<file path="config.mk">
export PLATFORM = sky130hd
export DESIGN_NAME = oro_ram
export DESIGN_NICKNAME = d
export VERILOG_FILES = /design/src/rtl/oro_ram.sv
export SDC_FILE = /design/constraint.sdc
export NUM_CORES = 1
export LEC_CHECK = 0
export ABC_AREA = 1
export BUFFER_PORTS_ARGS = -buffer_cell sky130_fd_sc_hd__buf_2
export CORE_MARGIN = 8
export CORE_UTILIZATION = 45
export CTS_BUF_LIST = sky130_fd_sc_hd__clkbuf_4
export DETAILED_ROUTE_END_ITERATION = 8
export GPL_TIMING_DRIVEN = 0
export PLACE_DENSITY = 0.82
export SLEW_MARGIN = 40
export SYNTH_ARGS = -nofsm -noshare
export SYNTH_HDL_FRONTEND = slang
export SYNTH_SLANG_ARGS = --single-unit
</file>
<file path="constraint.sdc">
create_clock -name clk -period 1.9 [get_ports clk]
set_input_delay 0.19 -clock clk [delete_from_list [all_inputs] [get_ports clk]]
set_output_delay 0.19 -clock clk [all_outputs]
set_load 0.02 [all_outputs]
</file>
<file path="src/rtl/oro_ram.sv">
// ----------------------------------------------------------------------------
// Generic simple dual-port RAM
// One write port, one read port, read data registered.
// ----------------------------------------------------------------------------
module oro_ram #(
    parameter int WIDTH = 8,
    parameter int DEPTH = 2
) (
    input  logic                                  clk,
    input  logic                                  we,
    input  logic [((DEPTH > 1) ? $clog2(DEPTH) : 1)-1:0] waddr,
    input  logic [WIDTH-1:0]                      wdata,
    input  logic [((DEPTH > 1) ? $clog2(DEPTH) : 1)-1:0] raddr,
    output logic [WIDTH-1:0]                      rdata
);

    logic [WIDTH-1:0] mem_reg [DEPTH];
    logic [WIDTH-1:0] rdata_reg;

    always_ff @(posedge clk)
    begin
        if (we)
        begin
            mem_reg[waddr] <= wdata;
        end
        rdata_reg <= mem_reg[raddr];
    end

    assign rdata = rdata_reg;

endmodule

</file>
==> results of run 1 <==
## kinds of logic (layout without fill, tap and decap cells)
logic type,count (synthesis),after routing,synth area share [%]
AND/OR/NAND/NOR,26,26,12.8
flip-flops,24,24,84.2
buffers and inverters,4,26,2.96
## metrics by stage
stage	hold WS (ps)	setup WS, ps
floorplan	289	950
global placement	377	721
detailed placement	382	674
CTS	62.1	888
global route	52.8	849
finish	60.6	897
## layer usage
layer,part of all wire (%),vias up,global-route usage [%],routed length (µm)
li1,-,222,-,-
met1,36,189,6.06,395
met2,53,16,12.2,584
met3,8.2,5,3.33,91
met4,3.1,0,6.04,34
met5,0,-,0,0
## final timing paths
check,from,to,slack [ps],depth (start not counted)
max,rdata[0]$_DFF_P_,rdata[0],900,1
min,wdata[0],mem_reg[1][0]$_DFFE_PP_,60,1
max reg2reg,mem_reg[0][0]$_DFFE_PP_,rdata[0]$_DFF_P_,1280,2
min reg2reg,mem_reg[0][6]$_DFFE_PP_,rdata[6]$_DFF_P_,440,2
## cells in the final DEF (no fill, tap or decap), drive strengths merged
cell type	count
nand2	25
buf	19
clkbuf	4
edfxtp	16
inv	3
nor2	1
dfxtp	8
## worst reg2reg max path, delay by kind of cell, from the launching register on
family / cells / cell delay (ps)
and+or+nand+nor: 2 / 130
DFF: 1 / 400
## power by group through the flow
stage | Sequential, mW | Combinational, mW | Clock, mW
detailed placement | 0.618 | 0.0777 | 0
finish | 0.606 | 0.0766 | 0.231
floorplan | 0.637 | 0.0241 | 0
global placement | 0.616 | 0.0751 | 0
CTS | 0.606 | 0.0779 | 0.234
global route | 0.609 | 0.0838 | 0.249
## cell type report
| class | instances | area (µm²) |
|---|---|---|
| inverter | 3 | 11.3 |
| tap | 17 | 21.3 |
| sequential | 24 | 641 |
| fill | 142 | 749 |
| clock buffer | 4 | 30.0 |
| multi-input combinational | 26 | 97.6 |
| timing repair buffer | 18 | 90.1 |
| buffer | 1 | 11.3 |
==> parameters.txt, run 1 <==
Parameter                              Value

Status
  Outcome    complete, no violations

Global routing
  Total global routing track utilization    7.16%
  Wire length of the first global-routing pass    1.75 mm
  GRT overflow    0
  Maximum number of pins on one net before global-route repair    14
  Initial antenna violation count    0
  Number of global-route vias before repair    409

Placement
  Cell area reported after detailed placement    872 µm²
  IO buf count    18
  Placed Cells incl. Taps    89
  Final weighted congestion in routability-driven placement    0.669

Clocking
  H-tree depth    1
  Number of clock buffers inserted by TritonCTS    3
  Number of clock sinks seen by CTS    24
  CTS resizes    0
  Clock Tree Root    sky130_fd_sc_hd__clkbuf_4
  Hold-fix buffer count after cts    0
  CTS tree    done
  Number of buffers inserted to repair setup after CTS    0
  Clock tree buffer depth    2
  Clock-pin slew reported for the worst setup and hold paths after clock tree synthesis    110 ps
  Skew-Pair Late Insertion Delay    310 ps

Pwr
  Largest voltage drop on the vdd net    0.000589 V
  Portion of total power attributed to the clock network    roughly 25%
  Total power    913 µW
  Switching share of power    21.1%
  Net switching power    193 µW
  Cell Int Power    720 µW
  Combinational Power Share    8.4%
  Standby leakage power    0.406 nW
  PwrDens    1010 mW/mm²
  Sequential Power Share    66.3%

Route
  Number of remaining DRC errors    0
  First DRT Iteration DRCs    16
  Via density    4.65
  Avg WL per Cell    11.9 µm
  Total Routed Length    1.11 mm
  Antenna violation net count after detailed routing    0
  Vias    ~430
  First-pass iteration count of the detailed router    2

Logic synthesis
  Top cells by area, synth    sky130_fd_sc_hd__edfxtp_1, sky130_fd_sc_hd__dfxtp_1, sky130_fd_sc_hd__nand2_1
  Number of library cell types mapped by synthesis    7
  Average instance area after synthesis    14.1 µm²
  Count of warnings emitted by yosys    0
  Number of storage elements in the synthesis netlist    24
  Cell types with the highest counts after synthesis    sky130_fd_sc_hd__nand2_1, sky130_fd_sc_hd__edfxtp_1, sky130_fd_sc_hd__dfxtp_1
  Post-Synthesis Cell Area    761 µm²
  Total nets after synthesis    66
  Share of synthesized registers carrying an async set or reset    0%
  Sequential area share after synthesis    approximately 84%
  Most frequently used cell type in the post-synthesis netlist    sky130_fd_sc_hd__nand2_1
  Area fraction of the dominant cell type after synthesis    63.2%
  Gate Count Post-Synth    54
  Count of flip-flops with a built-in enable after synthesis    16
  Cell taking the most area after synthesis    sky130_fd_sc_hd__edfxtp_1
  Most instantiated flip-flop cell in the synthesis netlist    sky130_fd_sc_hd__edfxtp_1

Floorplanning
  Total Die Area    0.00326 mm²
  Placeable core area    0.00165 mm²
  Standard-cell row count    15
  Width of the die    57.1 µm
  Count of pins on the block boundary    20
  Die boundary height    about 57 µm
  Initial Util    46.1%

Layout
  Fraction of layout cells with a size suffix above 1    31.6%
  Number of antenna repair diodes    0
  Largest register FFs    16
  Non-Filler Instances    93
  Net count reported at finish    roughly 90
  Post-synthesis to final-layout area growth    18.6%
  Final core utilization    54.6%
  Post-route cell area    902 µm²

Timing
  Final number of max-transition violations    0
  Minimum clock period    1000 ps
  Total count of hold-check failures in the final report    0
  Clock tree skew after final layout    4.76 ps
  Unrepaired setup endpoints after global routing    false
  Final sum of negative setup slack    0 ps
  Slew at the pin closest to its max-slew limit    689 ps
  Period utilisation layout    52.8%
  Setup Viol. Count Final    0
  Headroom to the max-slew limit    53.9%
  Max Clk Rate    0.997 GHz

Critical path
  Kind of start point of the critical path    register
  Worst path buffer plus inverter count    1
  Delay of the slowest cell on the worst path    around 340 ps
  Critical Setup Path Class    reg -> out
  Required time of the critical path    approximately 1700 ps
  Top Family by Delay on Critical Path    flip-flops
  Crit. End Element    primary output
  List of cells traversed by the critical path    buf_2
  Cell with the largest stage delay on the worst path    sky130_fd_sc_hd__dfxtp_1
  Arrival time at the worst endpoint    810 ps
  CP max FO    1

Hold path
  Path category of the worst min-delay check    in -> reg

Run
  Number of maximum-capacitance constraint violations    0
Note: power is estimated with default switching activity, not from simulation.
==> run 2, diff against run 1 <==
--- a/config.mk
+++ b/config.mk
@@ -12,7 +12,7 @@
 export CTS_BUF_LIST = sky130_fd_sc_hd__clkbuf_4
 export DETAILED_ROUTE_END_ITERATION = 8
 export GPL_TIMING_DRIVEN = 0
-export PLACE_DENSITY = 0.82
+export PLACE_DENSITY = 0.85
 export SLEW_MARGIN = 40
 export SYNTH_ARGS = -nofsm -noshare
 export SYNTH_HDL_FRONTEND = slang
==> constraint.sdc (replaced) <==
create_clock -name clk -period 0.8 [get_ports clk]
set_input_delay 0.08 -clock clk [delete_from_list [all_inputs] [get_ports clk]]
set_output_delay 0.08 -clock clk [all_outputs]
set_load 0.02 [all_outputs]
==> parameters.txt, run 2 (synthesized netlist as in run 1, its figures left out) <==
Parameter                              Value

Critical path
  Top Family by Delay on Critical Path    flip-flops
  Length in cells of the worst reg-to-reg path    2 (unchanged)
  Arrival time at the worst endpoint    790 ps (-20 ps)
  CP max FO    1 (unchanged)
  List of cells traversed by the critical path    buf_6
  Kind of start point of the critical path    register
  Crit. path cell count    1 (unchanged)
  Crit. End Element    primary output
  Delay of the slowest cell on the worst path    340 ps (about the same)
  Required time of the critical path    720 ps (-990 ps)
  Critical Setup Path Class    reg -> out
  Cell with the largest stage delay on the worst path    sky130_fd_sc_hd__dfxtp_2
  Worst path buffer plus inverter count    1 (unchanged)

Timing
  Setup Viol. Count Final    8 (+8)
  Final number of max-transition violations    0 (unchanged)
  Total count of hold-check failures in the final report    0 (unchanged)
  Max Clk Rate    between 1 and 1.5 GHz
  Period utilisation layout    108%
  Clock tree skew after final layout    1.65 ps (-3.11 ps)
  Slew at the pin closest to its max-slew limit    416 ps (-273 ps)
  Worst Slack Setup Final    -65.2 ps (-962 ps)
  Final hold slack    128 ps (+67.3 ps)
  Unrepaired setup endpoints after global routing    true
  Headroom to the max-slew limit    72.2% (+18 points)
  Minimum clock period    865 ps

Layout
  Footprint of the multi-input gates    100 µm² (+2.6%)
  Filler Cell Count    132 (-7.0%)
  Most frequent cells in the layout    sky130_fd_sc_hd__nand2_1, sky130_fd_sc_hd__edfxtp_1, sky130_fd_sc_hd__buf_2, sky130_fd_sc_hd__buf_6, sky130_fd_sc_hd__dlygate4sd3_1
  Post-synthesis to final-layout area growth    39.1%
  Number of antenna repair diodes    0 (unchanged)
  Fraction of layout cells with a size suffix above 1    38.4% (+6.8 points)
  Sequential cell area    651 µm² (+1.6%)
  Net count reported at finish    99 (+11%)
  Non-Filler Instances    103 (+11%)
  Largest register FFs    16 (unchanged)
  Commonest non-fill, non-tap cell in the layout    sky130_fd_sc_hd__nand2_1

Global routing
  GRT overflow    0 (unchanged)
  Maximum number of pins on one net before global-route repair    14 (unchanged)
  Total global routing track utilization    9.15% (+2.0 points)
  Number of global-route vias before repair    522 (+28%)
  Wire length of the first global-routing pass    2.20 mm (+26%)
  Initial antenna violation count    0 (unchanged)

Floorplanning
  Standard-cell row count    15 (unchanged)
  Total Die Area    0.00326 mm² (unchanged)
  Placeable core area    0.00165 mm² (unchanged)
  Width of the die    57.1 µm (unchanged)
  Count of pins on the block boundary    20 (unchanged)
  Initial Util    46.1% (unchanged)
  Die boundary height    57.1 µm (unchanged)

Placement
  Final weighted congestion in routability-driven placement    0.696 (+4.0%)
  Dpl hpwl    833 µm
  Placed Cells incl. Taps    89 (unchanged)
  IO buf count    18 (unchanged)

Clocking
  Number of clock buffers inserted by TritonCTS    3 (unchanged)
  Clock-pin slew reported for the worst setup and hold paths after clock tree synthesis    120 ps (about the same)
  Clock Tree Root    sky130_fd_sc_hd__clkbuf_4
  Clock tree buffer depth    2 (unchanged)
  Number of buffers inserted to repair setup after CTS    0 (unchanged)
  CTS tree    done
  Number of clock sinks seen by CTS    24 (unchanged)
  H-tree depth    1 (unchanged)
  Skew-Pair Late Insertion Delay    320 ps (about the same)

Pwr
  PwrDens    2140 mW/mm² (+110%)
  Portion of total power attributed to the clock network    23.7% (-1.6 points)
  Standby leakage power    0.461 nW (+13%)
  Switching share of power    22.8% (+1.7 points)
  Combinational Power Share    11.9% (+3.5 points)
  Sequential Power Share    64.4% (-1.9 points)
  Cell Int Power    1.75 mW (+140%)
  Net switching power    515 µW (+170%)
  Largest voltage drop on the vdd net    0.00138 V (+130%)

Route
  Vias    498 (+15%)
  Total Routed Length    1.39 mm (+26%)
  Number of remaining DRC errors    0 (unchanged)
  Via density    4.83 (+4.1%)
  First DRT Iteration DRCs    14 (-2)
  First-pass iteration count of the detailed router    4 (+2)
  Antenna violation net count after detailed routing    0 (unchanged)
  Avg WL per Cell    13.5 µm (+13%)

Status
  Violations in the final reports    negative setup slack
  Outcome    finished with violations

Hold path
  Path category of the worst min-delay check    in -> reg
  WHS Path Cells    2 (+1)

Run
  Number of maximum-capacitance constraint violations    0 (unchanged)
run 2: changes by cell type in the layout (fill, tap and decap cells not counted), sizes merged:
| cell | previous run | this run |
|---|---|---|
| buf | 19 | 20 |
| clkbuf | 4 | 3 |
| clkinv | 0 | 1 |
| dlygate4sd3 | 0 | 9 |
run 2: stage by stage:
stage | setup slack [ps] | cell area [µm²] | util (%) | power, mW | TNS, ps
2_1_floorplan | 113 | 763 | - | 1.57 | 0
3_3_place_gp | -90.3 | 875 | 53.0 | 1.64 | -722
3_5_place_dp | -136 | 875 | 53.0 | 1.66 | -1240
4_1_cts | -55.6 | 1050 | 63.6 | 2.24 | -395
5_1_grt | -76.0 | 1060 | 64.1 | 2.33 | -578
6_report | -65.2 | 1060 | 64.1 | 2.26 | -448
run 2: power by group through the flow:
stage | combinational, mW | clock (mW) | sequential [mW]
global placement | 0.180 | 0 | 1.46
finish | 0.269 | 0.537 | 1.46
floorplan | 0.0583 | 0 | 1.51
CTS | 0.265 | 0.522 | 1.46
detailed placement | 0.188 | 0 | 1.47
global route | 0.289 | 0.571 | 1.46
run 2: layout make-up:
cell class / count / area share [%]
buffer: 1 / 1.06
tap: 17 / 2.01
multi-input combinational: 26 / 9.46
clock inverter: 1 / 0.355
sequential: 24 / 61.5
clock buffer: 3 / 2.13
timing repair buffer: 28 / 22.2
inverter: 3 / 1.30
run 2: worst paths after layout:
kind	from	slack, ps	to
worst min register to register	mem_reg[0][7]$_DFFE_PP_	450	rdata[7]$_DFF_P_
worst max register to register	mem_reg[0][6]$_DFFE_PP_	160	rdata[6]$_DFF_P_
worst max-delay path	rdata[0]$_DFF_P_	-70	rdata[0]
worst min-delay path	waddr	130	mem_reg[0][0]$_DFFE_PP_
run 2: timing repair:
action                                  in CTS  in global routing
hold buffers                                 9                  0
hold endpoints to repair                    19                  0
endpoints found under the setup margin       8                 16
resized for setup                           24                  1
cloned                                       0                  1
run 2: routing by layer:
| layer | wire [µm] | up-vias | track usage (%) |
|---|---|---|---|
| met5 | 0 | - | 0 |
| met4 | 84 | 0 | 9.73 |
| met3 | 72 | 7 | 3.55 |
| met2 | 711 | 17 | 14.9 |
| met1 | 521 | 236 | 8.05 |
| li1 | - | 238 | - |
==> run 3, diff against run 2 <==
--- a/config.mk
+++ b/config.mk
@@ -13,6 +13,7 @@
 export DETAILED_ROUTE_END_ITERATION = 8
 export GPL_TIMING_DRIVEN = 0
 export PLACE_DENSITY = 0.85
+export RECOVER_POWER = 25
 export SLEW_MARGIN = 40
 export SYNTH_ARGS = -nofsm -noshare
 export SYNTH_HDL_FRONTEND = slang
==> parameters.txt, run 3 (synthesized netlist as in run 1, its figures left out) <==
Parameter                              Value

Global routing
  Number of global-route vias before repair    522 (unchanged)
  Initial antenna violation count    0 (unchanged)
  Wire length of the first global-routing pass    2.20 mm (unchanged)
  GRT overflow    0 (unchanged)
  Met1 usage in global routing    8.05% (unchanged)
  Met3 usage in global routing    3.55% (unchanged)
  Most congested layer reported by global routing    met2
  Total global routing track utilization    9.15% (unchanged)
  Global routing usage on met2    14.9% (unchanged)
  Maximum number of pins on one net before global-route repair    14 (unchanged)

Layout
  Number of antenna repair diodes    0 (unchanged)
  Net count reported at finish    99 (unchanged)
  Most frequent cells in the layout    sky130_fd_sc_hd__nand2_1, sky130_fd_sc_hd__edfxtp_1, sky130_fd_sc_hd__buf_2, sky130_fd_sc_hd__buf_6, sky130_fd_sc_hd__dlygate4sd3_1
  Commonest non-fill, non-tap cell in the layout    sky130_fd_sc_hd__nand2_1
  Fraction of layout cells with a size suffix above 1    37.2% (-1.2 points)
  Post-synthesis to final-layout area growth    39.0%
  Final core utilization    64.0% (-0.076 points)
  Largest register FFs    16 (unchanged)

Floorplanning
  Placeable core area    0.00165 mm² (unchanged)
  Width of the die    57.1 µm (unchanged)
  Count of pins on the block boundary    20 (unchanged)
  Initial Util    46.1% (unchanged)
  Total Die Area    0.00326 mm² (unchanged)
  Die boundary height    57.1 µm (unchanged)
  Standard-cell row count    15 (unchanged)

Route
  Total Routed Length    1.39 mm (unchanged)
  Vias    499 (+0.20%)
  First DRT Iteration DRCs    14 (unchanged)
  First-pass iteration count of the detailed router    4 (unchanged)
  Via density    4.84 (+0.20%)
  Avg WL per Cell    13.5 µm (unchanged)
  Number of remaining DRC errors    0 (unchanged)
  Antenna violation net count after detailed routing    0 (unchanged)

Clocking
  Number of clock sinks seen by CTS    24 (unchanged)
  Skew-Pair Late Insertion Delay    320 ps (about the same)
  Number of clock buffers inserted by TritonCTS    3 (unchanged)
  Clock tree buffer depth    2 (unchanged)
  H-tree depth    1 (unchanged)
  Clock-pin slew reported for the worst setup and hold paths after clock tree synthesis    120 ps (about the same)
  CTS tree    done
  Clock Tree Root    sky130_fd_sc_hd__clkbuf_4

Pwr
  Standby leakage power    0.458 nW (-0.60%)
  PwrDens    2140 mW/mm² (about the same)
  Largest voltage drop on the vdd net    0.00138 V (about the same)

Placement
  IO buf count    18 (unchanged)
  Final weighted congestion in routability-driven placement    0.696 (unchanged)
  Dpl hpwl    833 µm (unchanged)
  Worst slack at placement    -136 ps (unchanged)

Hold path
  Hold path startpoint    waddr
  WHS Endpoint    mem_reg[0][0]$_DFFE_PP_
  Path category of the worst min-delay check    in -> reg
  WHS Path Cells    2 (unchanged)

Timing
  Setup Viol. Count Final    8 (unchanged)
  Total count of hold-check failures in the final report    0 (unchanged)
  Unrepaired setup endpoints after global routing    true
  Final hold slack    177 ps (+49.1 ps)
  Headroom to the max-slew limit    72.2% (about the same)
  Clock tree skew after final layout    1.64 ps (-0.00538 ps)
  Worst Slack Setup Final    -65.3 ps (-0.0841 ps)
  Minimum clock period    865 ps (+0.0841 ps)
  Max Clk Rate    1.16 GHz (about the same)
  Slew at the pin closest to its max-slew limit    416 ps (+0.576 ps)
  Final number of max-transition violations    0 (unchanged)
  Period utilisation layout    108% (about the same)

Status
  Violations in the final reports    negative setup slack
  Outcome    finished with violations

Critical path
  List of cells traversed by the critical path    buf_6
  Reg2reg end    rdata[6]$_DFF_P_
  Length in cells of the worst reg-to-reg path    2 (unchanged)
  Register-to-register setup slack    160 ps (about the same)
  Critical Setup Path Class    reg -> out
  Delay of the slowest cell on the worst path    340 ps (about the same)
  Required time of the critical path    720 ps (about the same)
  Cell with the largest stage delay on the worst path    sky130_fd_sc_hd__dfxtp_2
  Top Family by Delay on Critical Path    flip-flops
  Kind of start point of the critical path    register
  Worst path buffer plus inverter count    1 (unchanged)
  CP max FO    1 (unchanged)
  Crit. End Element    primary output
  Arrival time at the worst endpoint    790 ps (about the same)
  Worst reg2reg path startpoint    mem_reg[0][6]$_DFFE_PP_

Run
  Number of maximum-capacitance constraint violations    0 (unchanged)
[run 3: cell types whose count changed in the layout (fill, tap and decap cells not counted)]
cell	change
sky130_fd_sc_hd__clkbuf_1	+1
sky130_fd_sc_hd__buf_2	-1
[run 3: how the worst max path moves through the flow]
stage                     startpoint                 endpoint  slack [ps]  depth (start not counted)
CTS                 rdata[3]$_DFF_P_                 rdata[3]         -60                          1
finish              rdata[0]$_DFF_P_                 rdata[0]         -70                          1
floorplan                         we  mem_reg[0][0]$_DFFE_PP_         110                          2
global placement               waddr  mem_reg[0][1]$_DFFE_PP_         -90                          2
detailed placement             waddr  mem_reg[0][4]$_DFFE_PP_        -140                          2
global route        rdata[0]$_DFF_P_                 rdata[0]         -80                          1
[run 3: layout make-up]
cell class | instances | area, µm²
clock buffers | 3 | 22.5
plain buffers | 1 | 11.3
fillers | 133 | 594
clock inverters | 1 | 3.75
repair buffers | 28 | 234
well taps | 17 | 21.3
multi-input cells | 26 | 100
flip-flops and latches | 24 | 651
inverters | 3 | 13.8
[run 3: where the power goes]
part           total (mW)  internal, mW  switching [mW]
registers            1.46          1.43          0.0296
clock network       0.537         0.183           0.354
logic               0.268         0.136           0.132
total                2.26          1.75           0.515
[run 3: layer usage]
layer	up-vias	part of all wire, %	routed length, µm
met5	-	0	0
met1	237	38	523
li1	238	-	-
met2	17	51	708
met3	7	5.2	72
met4	0	6.0	84
[run 3: timing repair]
action,CTS,global route
resized for setup,24,1
endpoints found under the setup margin,8,16
gates cloned,0,1
hold buffers,9,0
hold endpoints to repair,19,0
setup buffers,0,0
[run 3: stage by stage]
step / cells / total power [mW] / TNS [ps] / cell area, µm²
6_report: 103 / 2.26 / -449 / 1060
5_1_grt: 103 / 2.32 / -578 / 1060
4_1_cts: 102 / 2.24 / -395 / 1050
3_5_place_dp: 89 / 1.66 / -1240 / 875
3_3_place_gp: 89 / 1.64 / -722 / 875
2_1_floorplan: 54 / 1.57 / 0 / 763
